==> src/hw/rtl/smf_pkg.sv <==
`timescale 1ns / 1ps
package smf_pkg;
  localparam int unsigned MaxWidthDef = 31;
  localparam logic [4:0] WidthReset = 5'd3;
  localparam int unsigned MinWidth = 3;

  typedef enum logic [2:0] {
    ST_IDLE,
    ST_SETUP,
    ST_OUTER,
    ST_INNER,
    ST_EMIT
  } smf_state_e;

  typedef struct packed {
    logic load;
    logic setup;
    logic start_out;
    logic start_cand;
    logic step_inner;
    logic next_cand;
    logic emit;
    logic next_out;
  } smf_cmd_t;

  typedef struct packed {
    logic out_valid;
    logic inner_done;
    logic found;
    logic outs_done;
  } smf_sts_t;
endpackage

==> src/hw/rtl/smf_ctrl.sv <==
`timescale 1ns / 1ps
module smf_ctrl
  import smf_pkg::*;
(
  input  logic     clk_i,
  input  logic     rst_ni,
  input  logic     in_valid_i,
  output logic     in_stall_o,
  input  logic     out_busy_i,
  input  smf_sts_t sts_i,
  output smf_cmd_t cmd_o
);
  smf_state_e state_q, state_d;

  always_ff @(posedge clk_i or negedge rst_ni) begin
    if (!rst_ni) begin
      state_q <= ST_IDLE;
    end else begin
      state_q <= state_d;
    end
  end

  always_comb begin
    state_d = state_q;
    cmd_o = '0;
    in_stall_o = 1'b1;
    case (state_q)
      ST_IDLE: begin
        in_stall_o = 1'b0;
        if (in_valid_i) begin
          cmd_o.load = 1'b1;
          state_d = ST_SETUP;
        end
      end
      ST_SETUP: begin
        cmd_o.setup = 1'b1;
        state_d = ST_OUTER;
      end
      ST_OUTER: begin
        if (sts_i.outs_done) begin
          state_d = ST_IDLE;
        end else if (!sts_i.out_valid) begin
          cmd_o.next_out = 1'b1;
        end else begin
          cmd_o.start_cand = 1'b1;
          state_d = ST_INNER;
        end
      end
      ST_INNER: begin
        if (!sts_i.inner_done) begin
          cmd_o.step_inner = 1'b1;
        end else if (sts_i.found) begin
          state_d = ST_EMIT;
        end else begin
          cmd_o.next_cand = 1'b1;
        end
      end
      ST_EMIT: begin
        if (!out_busy_i) begin
          cmd_o.emit = 1'b1;
          cmd_o.next_out = 1'b1;
          state_d = ST_OUTER;
        end
      end
      default: state_d = ST_IDLE;
    endcase
  end
endmodule

==> src/hw/rtl/smf_datapath.sv <==
`timescale 1ns / 1ps
module smf_datapath
  import smf_pkg::*;
#(
  parameter int unsigned MaxWidth = MaxWidthDef
) (
  input  logic       clk_i,
  input  logic       rst_ni,
  input  logic [4:0] width_q_i,
  input  logic [7:0] sample_i,
  input  logic       is_last_i,
  input  smf_cmd_t   cmd_i,
  output smf_sts_t   sts_o,
  output logic [7:0] res_value_o,
  output logic       res_last_o
);
  localparam int CW = ($clog2(MaxWidth + 1) > 5) ? $clog2(MaxWidth + 1) : 5;
  localparam int AW = $clog2(MaxWidth);

  logic [7:0] hist_q [MaxWidth];
  logic [CW-1:0] wid, hh, ll;
  logic [CW-1:0] count_q, seen_q, m_q, lo_q, n_q, r_q, a_q, b_q;
  logic [CW-1:0] less_q, leq_q, cclamp;
  logic [7:0] v_q, hb;
  logic last_q;
  logic cur_ok;
  logic [CW-1:0] mc;

  always_comb begin
    wid = CW'(width_q_i);
    if (wid < CW'(MinWidth)) wid = CW'(MinWidth);
    if (wid > CW'(MaxWidth)) wid = CW'(MaxWidth);
    hh = wid >> 1;
    ll = wid - CW'(1) - hh;
    cclamp = (seen_q > wid) ? wid : seen_q;
  end

  assign hb = hist_q[b_q[AW-1:0]];

  always_ff @(posedge clk_i) begin
    if (cmd_i.load) begin
      for (int d = MaxWidth - 1; d > 0; d--) begin
        if (CW'(d) < wid) hist_q[d] <= hist_q[d-1];
      end
      hist_q[0] <= sample_i;
    end
  end

  always_ff @(posedge clk_i or negedge rst_ni) begin
    if (!rst_ni) begin
      seen_q <= '0;
      last_q <= 1'b0;
      count_q <= '0;
      m_q <= '0;
      lo_q <= '0;
    end else begin
      if (cmd_i.load) begin
        last_q <= is_last_i;
        count_q <= (cclamp < wid) ? cclamp + CW'(1) : cclamp;
      end
      if (cmd_i.setup) begin
        m_q <= ll + CW'(1);
        lo_q <= last_q ? '0 : ll;
        seen_q <= last_q ? '0 : count_q;
      end else if (cmd_i.next_out) begin
        m_q <= m_q - CW'(1);
      end
    end
  end

  assign mc = m_q - CW'(1);
  assign cur_ok = mc < count_q;

  always_ff @(posedge clk_i) begin
    if (cmd_i.start_cand) begin
      n_q <= ((mc + hh + CW'(1)) > count_q) ? count_q : mc + hh + CW'(1);
      r_q <= (((mc + hh + CW'(1)) > count_q) ? count_q : mc + hh + CW'(1)) >> 1;
      a_q <= '0;
      v_q <= hist_q[0];
      b_q <= '0;
      less_q <= '0;
      leq_q <= '0;
    end else if (cmd_i.next_cand) begin
      a_q <= a_q + CW'(1);
      v_q <= hist_q[AW'(a_q + CW'(1))];
      b_q <= '0;
      less_q <= '0;
      leq_q <= '0;
    end else if (cmd_i.step_inner) begin
      b_q <= b_q + CW'(1);
      if (hb < v_q) less_q <= less_q + CW'(1);
      if (hb <= v_q) leq_q <= leq_q + CW'(1);
    end
  end

  assign sts_o.outs_done = (m_q == lo_q);
  assign sts_o.out_valid = cur_ok;
  assign sts_o.inner_done = (b_q == n_q);
  assign sts_o.found = (less_q <= r_q) && (r_q < leq_q);
  assign res_value_o = v_q;
  assign res_last_o = last_q && (mc == '0);
endmodule

==> src/hw/rtl/sliding_median_filter_byte.sv <==
`timescale 1ns / 1ps
// channel  | valid   | stall   | payload
// input    | valid_i | stall_o | sample_i, is_last_i
// output   | valid_o | stall_i | median_value_o, ends_sequence_o
// Each sample passes through load and setup, then the outer loop skips each
// position without enough history; each released median runs a rank search
// over the history registers (n window taps in range) and is then emitted.
// Reset clears control; history is written before any read.
// Output stall holds the result register and the controller waits on it before the next emit.
module sliding_median_filter_byte
  import smf_pkg::*;
#(
  parameter int unsigned MaxWidth = MaxWidthDef
) (
  input  logic       clk_i,
  input  logic       rst_ni,
  input  logic       cfg_we_i,
  input  logic [4:0] cfg_wdata_i,
  input  logic       valid_i,
  output logic       stall_o,
  input  logic [7:0] sample_i,
  input  logic       is_last_i,
  output logic       valid_o,
  input  logic       stall_i,
  output logic [7:0] median_value_o,
  output logic       ends_sequence_o
);
  logic [4:0] width_q;
  smf_cmd_t cmd;
  smf_sts_t sts;
  logic [7:0] rv;
  logic rl, busy;

  always_ff @(posedge clk_i or negedge rst_ni) begin
    if (!rst_ni) begin
      width_q <= WidthReset;
    end else if (cfg_we_i) begin
      width_q <= cfg_wdata_i;
    end
  end

  assign busy = valid_o && stall_i;

  smf_ctrl u_ctrl (
    .clk_i, .rst_ni, .in_valid_i(valid_i), .in_stall_o(stall_o),
    .out_busy_i(busy), .sts_i(sts), .cmd_o(cmd)
  );

  smf_datapath #(.MaxWidth(MaxWidth)) u_dp (
    .clk_i, .rst_ni, .width_q_i(width_q), .sample_i, .is_last_i,
    .cmd_i(cmd), .sts_o(sts), .res_value_o(rv), .res_last_o(rl)
  );

  always_ff @(posedge clk_i or negedge rst_ni) begin
    if (!rst_ni) begin
      valid_o <= 1'b0;
    end else if (cmd.emit) begin
      valid_o <= 1'b1;
    end else if (!stall_i) begin
      valid_o <= 1'b0;
    end
  end

  always_ff @(posedge clk_i) begin
    if (cmd.emit) begin
      median_value_o <= rv;
      ends_sequence_o <= rl;
    end
  end

  a_hold: assert property (@(posedge clk_i) disable iff (!rst_ni)
    valid_o && stall_i |=> valid_o && $stable(median_value_o))
    else $error("result dropped under stall");
  a_emit_free: assert property (@(posedge clk_i) disable iff (!rst_ni)
    cmd.emit |-> !busy)
    else $error("emit while output busy");
  a_load_idle: assert property (@(posedge clk_i) disable iff (!rst_ni)
    cmd.load |-> !stall_o)
    else $error("load while stalled");
endmodule

==> config.mk <==
export PLATFORM = sky130hd
export DESIGN_NAME = sliding_median_filter_byte
export DESIGN_NICKNAME = d
export VERILOG_FILES = /design/src/hw/rtl/smf_pkg.sv /design/src/hw/rtl/smf_ctrl.sv /design/src/hw/rtl/smf_datapath.sv /design/src/hw/rtl/sliding_median_filter_byte.sv
export SDC_FILE = /design/constraint.sdc
export NUM_CORES = 1
export LEC_CHECK = 0
export ABC_AREA = 0
export BUFFER_PORTS_ARGS = -buffer_cell sky130_fd_sc_hd__buf_2
export CAP_MARGIN = 10
export CORE_ASPECT_RATIO = 1.2
export CORE_MARGIN = 2
export CORE_UTILIZATION = 55
export DETAILED_ROUTE_END_ITERATION = 10
export GPL_ROUTABILITY_DRIVEN = 0
export PLACE_DENSITY = 0.74
export SLEW_MARGIN = 5
export SYNTH_ARGS = -nofsm -noshare
export SYNTH_HDL_FRONTEND = slang
export SYNTH_HIERARCHICAL = 1
export SYNTH_SLANG_ARGS = --single-unit
==> constraint.sdc <==
create_clock -name clk_i -period 3.41 [get_ports clk_i]
set_input_delay 0.1705 -clock clk_i [delete_from_list [all_inputs] [get_ports clk_i]]
set_output_delay 0.1705 -clock clk_i [all_outputs]
set_load 0.01 [all_outputs]
==> results summary, run 1 <==
At the later pin of the worst-skew pair, clock insertion delay measures 0.54 ns. Total power for the finished layout comes to 0.01645 W. From left edge to right edge, the die measures 161.6 um. After the last flow step, the layout net total stands at 1,255. The total detailed-routing wirelength came out at 39,710 um. Global routing used 5.241% of the available met3 tracks. The number of primary I/O pins is 30. The count of cells in the finished layout, fillers not included, comes to 1,595. The via count came out at 10,127. The final reports fail on negative setup slack.

The worst-case IR drop observed on VDD is 596.8 uV. The total inserted antenna cells is 0. The clock arrives with 0.03051 ns of skew. Walking the worst path, the cells encountered are buf_12, buf_8, mux4_2, mux4_2, mux2_4, ha_4, nand3_2, o21a_1, o31a_1, nor4_2, xnor2_1, nor2_1. The number of DRC markers after the initial detailed-route iteration is 955. The critical path is of the flip-flop to flip-flop type.

The total count of hold-check failures in the final report came out at 0. The number of fill cells in the layout is 1,974. The initial core utilization came out at 55.65%.

From synthesis to final layout, the design area changed by 17.50%. Global routing used 25.91% of the available tracks. The detail route stage leaves a number of antenna-violating nets equal to 0. The run finished, with violations left. The number of antenna violations at the first check in global routing was 0.

The mean area per synthesized cell came out at 15.59 um^2. The H-tree level count came out at 2. Measured against its own limit, the worst slew margin works out to 37.55%. The maximum operating frequency is 291.8 MHz. The number of rows in the core area is 69. For met2 alone, demand over resource in global routing was 43.21%. After detailed placement, the design holds a cell count of 1,486.

In this run the worst path has a maximum fanout of 6. The Yosys warning count came out at 6. The first global-routing pass estimated 60,160 um of wire. The number of global-route vias before repair is 10,108.

The largest individual stage delay along the critical path comes from the cell mux4_2. Measured along the y axis, the die boundary spans 193.1 um. Of the available clock period, the critical path in the final layout requires 100.5%. Setup repair after global routing could not meet its margin everywhere.

Dividing the detail-routed wire length by the instance count gives 24.90 um. After clock tree synthesis, the clock-pin slew on the worst setup and hold paths is 0.06 ns. The number of endpoints failing setup at the final stage is 1. The root buffer cell chosen for the clock tree is clkbuf_16. The analysis attributes to cell leakage a power of 6.770 nW. The global-route met1 utilization came out at 34.18%. The core box area came out at 29,440 um^2. STA classifies the critical path endpoint as a flip-flop. The nature of the critical path startpoint is a flip-flop. Summing all multi-input logic gate instances after layout gives 6755 um^2. The number of port buffers is 29. The storage element area came out at 9376 um^2.

The number of vias per cell came out at 6.349. The pre-CTS setup slack is -0.02159 ns. Across the run, the number of max-cap violations was 0. The number of iterations in the first detailed-routing pass is 5.

The worst hold path belongs to the class input port to asynchronous set/reset pin. The cell count of the worst reg-to-reg path came out at 12. The arrival time at the worst endpoint came out at 3.83 ns. The final worst-path setup slack came out at -0.01648 ns. Synthesis handed over a netlist of 1,051 instances. The floorplan step defined a die boundary enclosing 31,190 um^2. The remaining global-route overflow came out at 0. The clock sink count came out at 325. TritonCTS built the clock tree. The accumulated negative setup slack is -0.01648 ns. The number of design rule violations left after detail routing is 0.

At the pin with the least slew margin, the transition time is 0.9348 ns. The number of buffers created by CTS is 36. The clock tree buffer depth is 3. Detailed placement ended at an HPWL of 26,700 um. The final critical path time including I/O delays and setup came out at 3.426 ns. Among the stages of the critical path, the cell type that occurs most often is mux4_2.

The post-synth design cell area is 16,380 um^2. The highest cell delay on the worst timing path came out at 0.53 ns. The largest net degree at the start of global routing came out at 68. The number of slew-limit violations in the final report is 0.

For this design the ratio of total power to cell area is 854.7 nW/um^2. The required time at the worst-slack endpoint came out at 3.81 ns. The number of nets produced by synthesis is 1,128. Of the cells placed in the final design, the portion with a size suffix greater than 1 is 31.45%. The global routing stage identified its most utilized layer as met2.
power breakdown:
part	switching [W]	internal, W	leakage [nW]
sequential	0.000559	0.00510	3.03
combinational	0.00345	0.00351	3.18
clock	0.00154	0.00230	0.561
final timing paths:
path | end | from | slack [ns]
max | u_dp/leq_q[4]$_SDFFE_PP0P_ | flip-flop | -0.02
min | u_dp/m_q[2]$_DFFE_PN0P_ | rst_ni | 0.24
max reg2reg | u_dp/leq_q[4]$_SDFFE_PP0P_ | flip-flop | -0.02
min reg2reg | u_dp/hist_q[25][0]$_DFFE_PP_ | u_dp/hist_q[24][0]$_DFFE_PP_ | 0.46
max in group asynchronous | width_q[4]$_DFFE_PN0P_ | rst_ni | 2.70
min in group clk_i | u_dp/hist_q[0][6]$_DFFE_PP_ | sample_i[6] | 0.36
sequential cells by signal (all words and copies together) (netlist names), named ones only:
signal	cells
u_dp/n_q	5
u_dp/b_q	5
u_dp/lo_q	5
u_dp/count_q	5
width_q	5
valid_o	1
median_value_o	8
u_dp/hist_q	248
u_dp/last_q	1
u_ctrl/state_q	3
u_dp/seen_q	5
ends_sequence_o	1
u_dp/m_q	5
u_dp/a_q	5
u_dp/leq_q	5
u_dp/res_value_o	8
u_dp/less_q	5
metal layers:
| metal | vias up | wire length (um) | part of all wire [%] |
|---|---|---|---|
| met5 | - | 0 | 0 |
| met4 | 0 | 1249 | 3.1 |
| met3 | 80 | 3368 | 8.5 |
| met2 | 495 | 19970 | 50 |
| met1 | 5174 | 15130 | 38 |
| li1 | 4378 | - | - |
cell type report:
type,count,area share (%)
multi-input cells,603,35.09
clock inverters,17,0.9554
inverters,61,1.209
repair buffers,151,6.480
flip-flops and latches,325,48.71
well taps,390,2.535
clock buffers,48,5.024
critical path, delay by kind of cell, from the launching register on:
family	cells	cell delay [ns]
AOI/OAI and AO/OA	2	0.38
xor gates and xnor gates	1	0.15
adders and majority gates	1	0.30
buffers and inverters	2	0.27
DFF	1	0.40
muxes	3	1.38
and+or+nand+nor	3	0.43
metrics by stage:
step	hold slack, ns	utilization, %	cell area (um^2)
2_1_floorplan	-0.1251	-	16400
3_3_place_gp	0.2455	59.07	17390
3_5_place_dp	0.2606	59.07	17390
4_1_cts	0.2608	64.32	18940
5_1_grt	0.3280	65.39	19250
6_report	0.2449	65.39	19250
cell usage in the layout, fill, tap and decap left out, types with 29 or more instances in the layout:
cell / instances
ha_1: 48
mux4_2: 136
edfxtp_1: 270
nand2_1: 63
buf_2: 29
nor2_1: 47
mux2i_1: 35
inv_1: 59
buf_4: 87
clkbuf_16: 37
repair_timing:
item,in CTS,in global routing
buffers inserted,11,11
hold buffers,22,0
pin swaps,2,20
hold endpoints to repair,44,0
setup endpoints to repair,3,37
gates resized for setup,15,44
(Power assumes the default switching activity.)
==> run 2: changes to the inputs <==
--- a/config.mk
+++ b/config.mk
@@ -7,12 +7,13 @@
 export LEC_CHECK = 0
 export ABC_AREA = 0
 export BUFFER_PORTS_ARGS = -buffer_cell sky130_fd_sc_hd__buf_2
-export CAP_MARGIN = 10
+export CAP_MARGIN = 20
 export CORE_ASPECT_RATIO = 1.2
 export CORE_MARGIN = 2
 export CORE_UTILIZATION = 55
 export DETAILED_ROUTE_END_ITERATION = 10
 export GPL_ROUTABILITY_DRIVEN = 0
+export MAX_ROUTING_LAYER = met4
 export PLACE_DENSITY = 0.74
 export SLEW_MARGIN = 5
 export SYNTH_ARGS = -nofsm -noshare
==> run 2 against run 1 <==
Compared with the run above: the run still ends with negative setup slack left; sequential share of layout area about the same; wire length up 0.36%; sequential power about the same; final area about the same; register-to-register slack about the same; via count up 0.65%; setup slack worse by 0.012 ns; sequential cell count unchanged; largest cell class unchanged.
==> results summary, run 2 (same netlist as run 1, synthesis figures left out) <==
The number of vias per cell came out at 6.391 (+0.65%). The number of flip-flops under the largest register name came to 248 (unchanged). The first-pass GRT wire length was 60,260 um (+0.16%). The number of antenna violations at the first check in global routing came out at 0 (unchanged). The fraction of final layout cells with drive strength greater than 1 was 31.45% (unchanged). The worst register-to-register path ends at u_dp/leq_q[4]$_SDFFE_PP0P_.

The number of buffers created by CTS came out at 36 (unchanged). The library cells used most frequently in the layout, excluding fill and tap cells, are 270 x edfxtp_1, 136 x mux4_2, 87 x buf_4. The required time at the worst-slack endpoint was 3.81 ns (about the same). The final worst-path setup slack came out at -0.02833 ns (-0.01186 ns). The clock group share of total power was 23.3% (about the same). The number of design rule violations left after detail routing is 0 (unchanged). The number of slew-limit violations in the final report is 0 (unchanged). The half-perimeter wire length after placement is 26,700 um (unchanged). The net switching share of the total power is 33.75% (+0.042 points).

The power per cell area is 855.5 nW/um^2 (about the same). The headroom to the max-slew limit is 38.27% (+0.72 points). The CTS tree is done.

The arrival time at the worst endpoint came out at 3.84 ns (about the same). Setup repair after global routing could not meet its margin everywhere. The via count is 10,193 (+0.65%). The cell count of the worst reg-to-reg path is 12 (unchanged). The cell sitting at the root of the clock tree is a clkbuf_16. The clock network latency to the later pin of the worst-skew pair was 0.54 ns (about the same).

The worst hold path belongs to the class input port to asynchronous set/reset pin. The number of global-route vias before repair came out at 10,046 (-0.61%). The clock transition at the registers of the reported paths came to 0.06 ns (about the same). The fraction of the core area covered by cells at the end of the flow came to 65.37% (about the same). The number of endpoints failing setup at the final stage came out at 1 (unchanged). The pin slew with the least headroom to its limit is 0.9239 ns (-0.01082 ns). The total inserted antenna cells is 0 (unchanged). The largest net degree at the start of global routing is 68 (unchanged). The remaining global-route overflow is 0 (unchanged). The final critical path time including I/O delays and setup came out at 3.438 ns (+0.01186 ns). The period utilization was 100.8% (+0.35 points). The core box area came out at 29,440 um^2 (unchanged). Counting flops per register, the top entry is u_dp/hist_q. The clock sink count is 325 (unchanged). The die area came out at 31,190 um^2 (unchanged).

The number of primary I/O pins came out at 30 (unchanged). The total detailed-routing wirelength is 39,860 um (+0.36%). The combinational cell fraction of total power came to 42.3% (about the same).

The top fanout value on the critical path came out at 6 (unchanged). The overall track demand over capacity in global routing came out at 26.78% (+0.86 points). The number of fill cells in the layout is 1,977 (+0.15%).

The run finished, with violations left. The critical path in this run is classified as flip-flop to flip-flop. The number of port buffers came out at 29 (unchanged). The initial core utilization came out at 55.65% (unchanged). The x dimension of the die is 161.6 um (unchanged). The checks that failed: negative setup slack.

The reported net switching power was 0.005557 W (+0.17%). The H-tree level count was 2 (unchanged). The number of iterations in the first detailed-routing pass came out at 7 (+2).

The sequential power share came out at 34.4% (about the same). The element type at the critical path end is a flip-flop. The clock tree buffer depth is 3 (unchanged). The count of max-cap constraint violations came out at 0 (unchanged). The signed area change from the synthesized netlist to the final layout is 17.46% (about the same). The number of instances in the placed design came out at 1,486 (unchanged). The maximum operating frequency came out at 290.8 MHz (-0.35%). The final layout net count came out at 1,255 (unchanged). The count of antenna-violating nets left after detailed routing came out at 0 (unchanged). The height of the chip came out at 193.1 um (unchanged). The total count of hold-check failures in the final report is 0 (unchanged).

The reg-to-reg setup timing slack is -0.03 ns (about the same). The final cell count without fillers is 1,595 (unchanged). The worst-case clock skew came out at 0.02931 ns (-0.001199 ns).

The number of rows in the core area came out at 69 (unchanged). The total internal power came out at 0.01091 W (about the same). STA classifies the critical path startpoint as a flip-flop. Leaving out fill and tap cells, the most frequent cell in the layout is edfxtp_1. The maximum vdd ir drop came to 601.1 uV (+0.72%).

The pre-CTS setup slack came out at -0.02159 ns (unchanged). The most critical setup path has its endpoint at u_dp/leq_q[4]$_SDFFE_PP0P_. The average routed wire per standard cell was 24.99 um (+0.36%). The static leakage is 6.769 nW (about the same).

The number of DRC markers after the initial detailed-route iteration came out at 940 (-1.6%).
[run 2: power groups by stage]
stage | clock network, W | logic (W) | registers (W)
4_1_cts | 0.00389 | 0.00634 | 0.00565
2_1_floorplan | 0 | 0.00447 | 0.00543
3_3_place_gp | 0 | 0.00590 | 0.00569
6_report | 0.00384 | 0.00696 | 0.00566
3_5_place_dp | 0 | 0.00604 | 0.00571
5_1_grt | 0.00406 | 0.00749 | 0.00572
[run 2: final cells by class]
type,count,area (um^2),area share (%)
flip-flops and latches,325,9376,48.73
multi-input cells,603,6748,35.06
repair buffers,151,1247,6.482
clock buffers,48,967.2,5.026
well taps,390,488.0,2.536
inverters,61,232.7,1.209
clock inverters,17,183.9,0.9558
[run 2: what timing repair did]
item / CTS / global route
gates resized for setup: 15 / 43
endpoints found under the setup margin: 3 / 37
endpoints found under the hold margin: 44 / 0
buffers inserted: 11 / 11
cloned: 0 / 0
pin swaps: 2 / 20
hold buffers: 22 / 0
[run 2: worst max-delay path: stages, from the launching register on]
cell     delay [ns]
dfxtp_4        0.40
buf_12         0.14
buf_8          0.13
mux4_2         0.53
mux4_2         0.52
mux2_4         0.33
ha_4           0.30
nand3_2        0.12
o21a_1         0.25
o31a_1         0.13
nor4_2         0.24
xnor2_1        0.15
nor2_1         0.06
[run 2: routing by layer]
layer  routed length, um  global-route usage (%)  vias to the layer above
li1                    -                       -                     4380
met1               15130                   34.76                     5216
met2               20020                   43.21                      503
met3                3352                   4.898                       94
met4                1353                   9.238                        0
met5                   0                       -                        -
[run 2: per-stage QoR]
stage	setup TNS, ns	power, W	cell area (um^2)	hold slack [ns]
after floorplan	0	0.009899	16400	-0.1251
after CTS	-0.01723	0.01588	18940	0.2608
after global routing	-0.3779	0.01727	19240	0.3281
final	-0.02833	0.01646	19240	0.2359
after detailed placement	-0.02159	0.01175	17390	0.2606
after global placement	0	0.01160	17390	0.2455
[run 2: worst min-delay path by stage]
stage | startpoint | end | slack (ns) | cells past startpoint
after global routing | rst_ni | valid_o$_DFFE_PN0P_ | 0.33 | 2
after floorplan | rst_ni | u_ctrl/state_q[0]$_DFFE_PN0P_ | -0.13 | 0
after global placement | rst_ni | u_ctrl/state_q[0]$_DFFE_PN0P_ | 0.25 | 1
after detailed placement | rst_ni | u_ctrl/state_q[1]$_DFFE_PN0P_ | 0.26 | 1
final | rst_ni | u_dp/m_q[2]$_DFFE_PN0P_ | 0.24 | 2
after CTS | rst_ni | valid_o$_DFFE_PN0P_ | 0.26 | 2
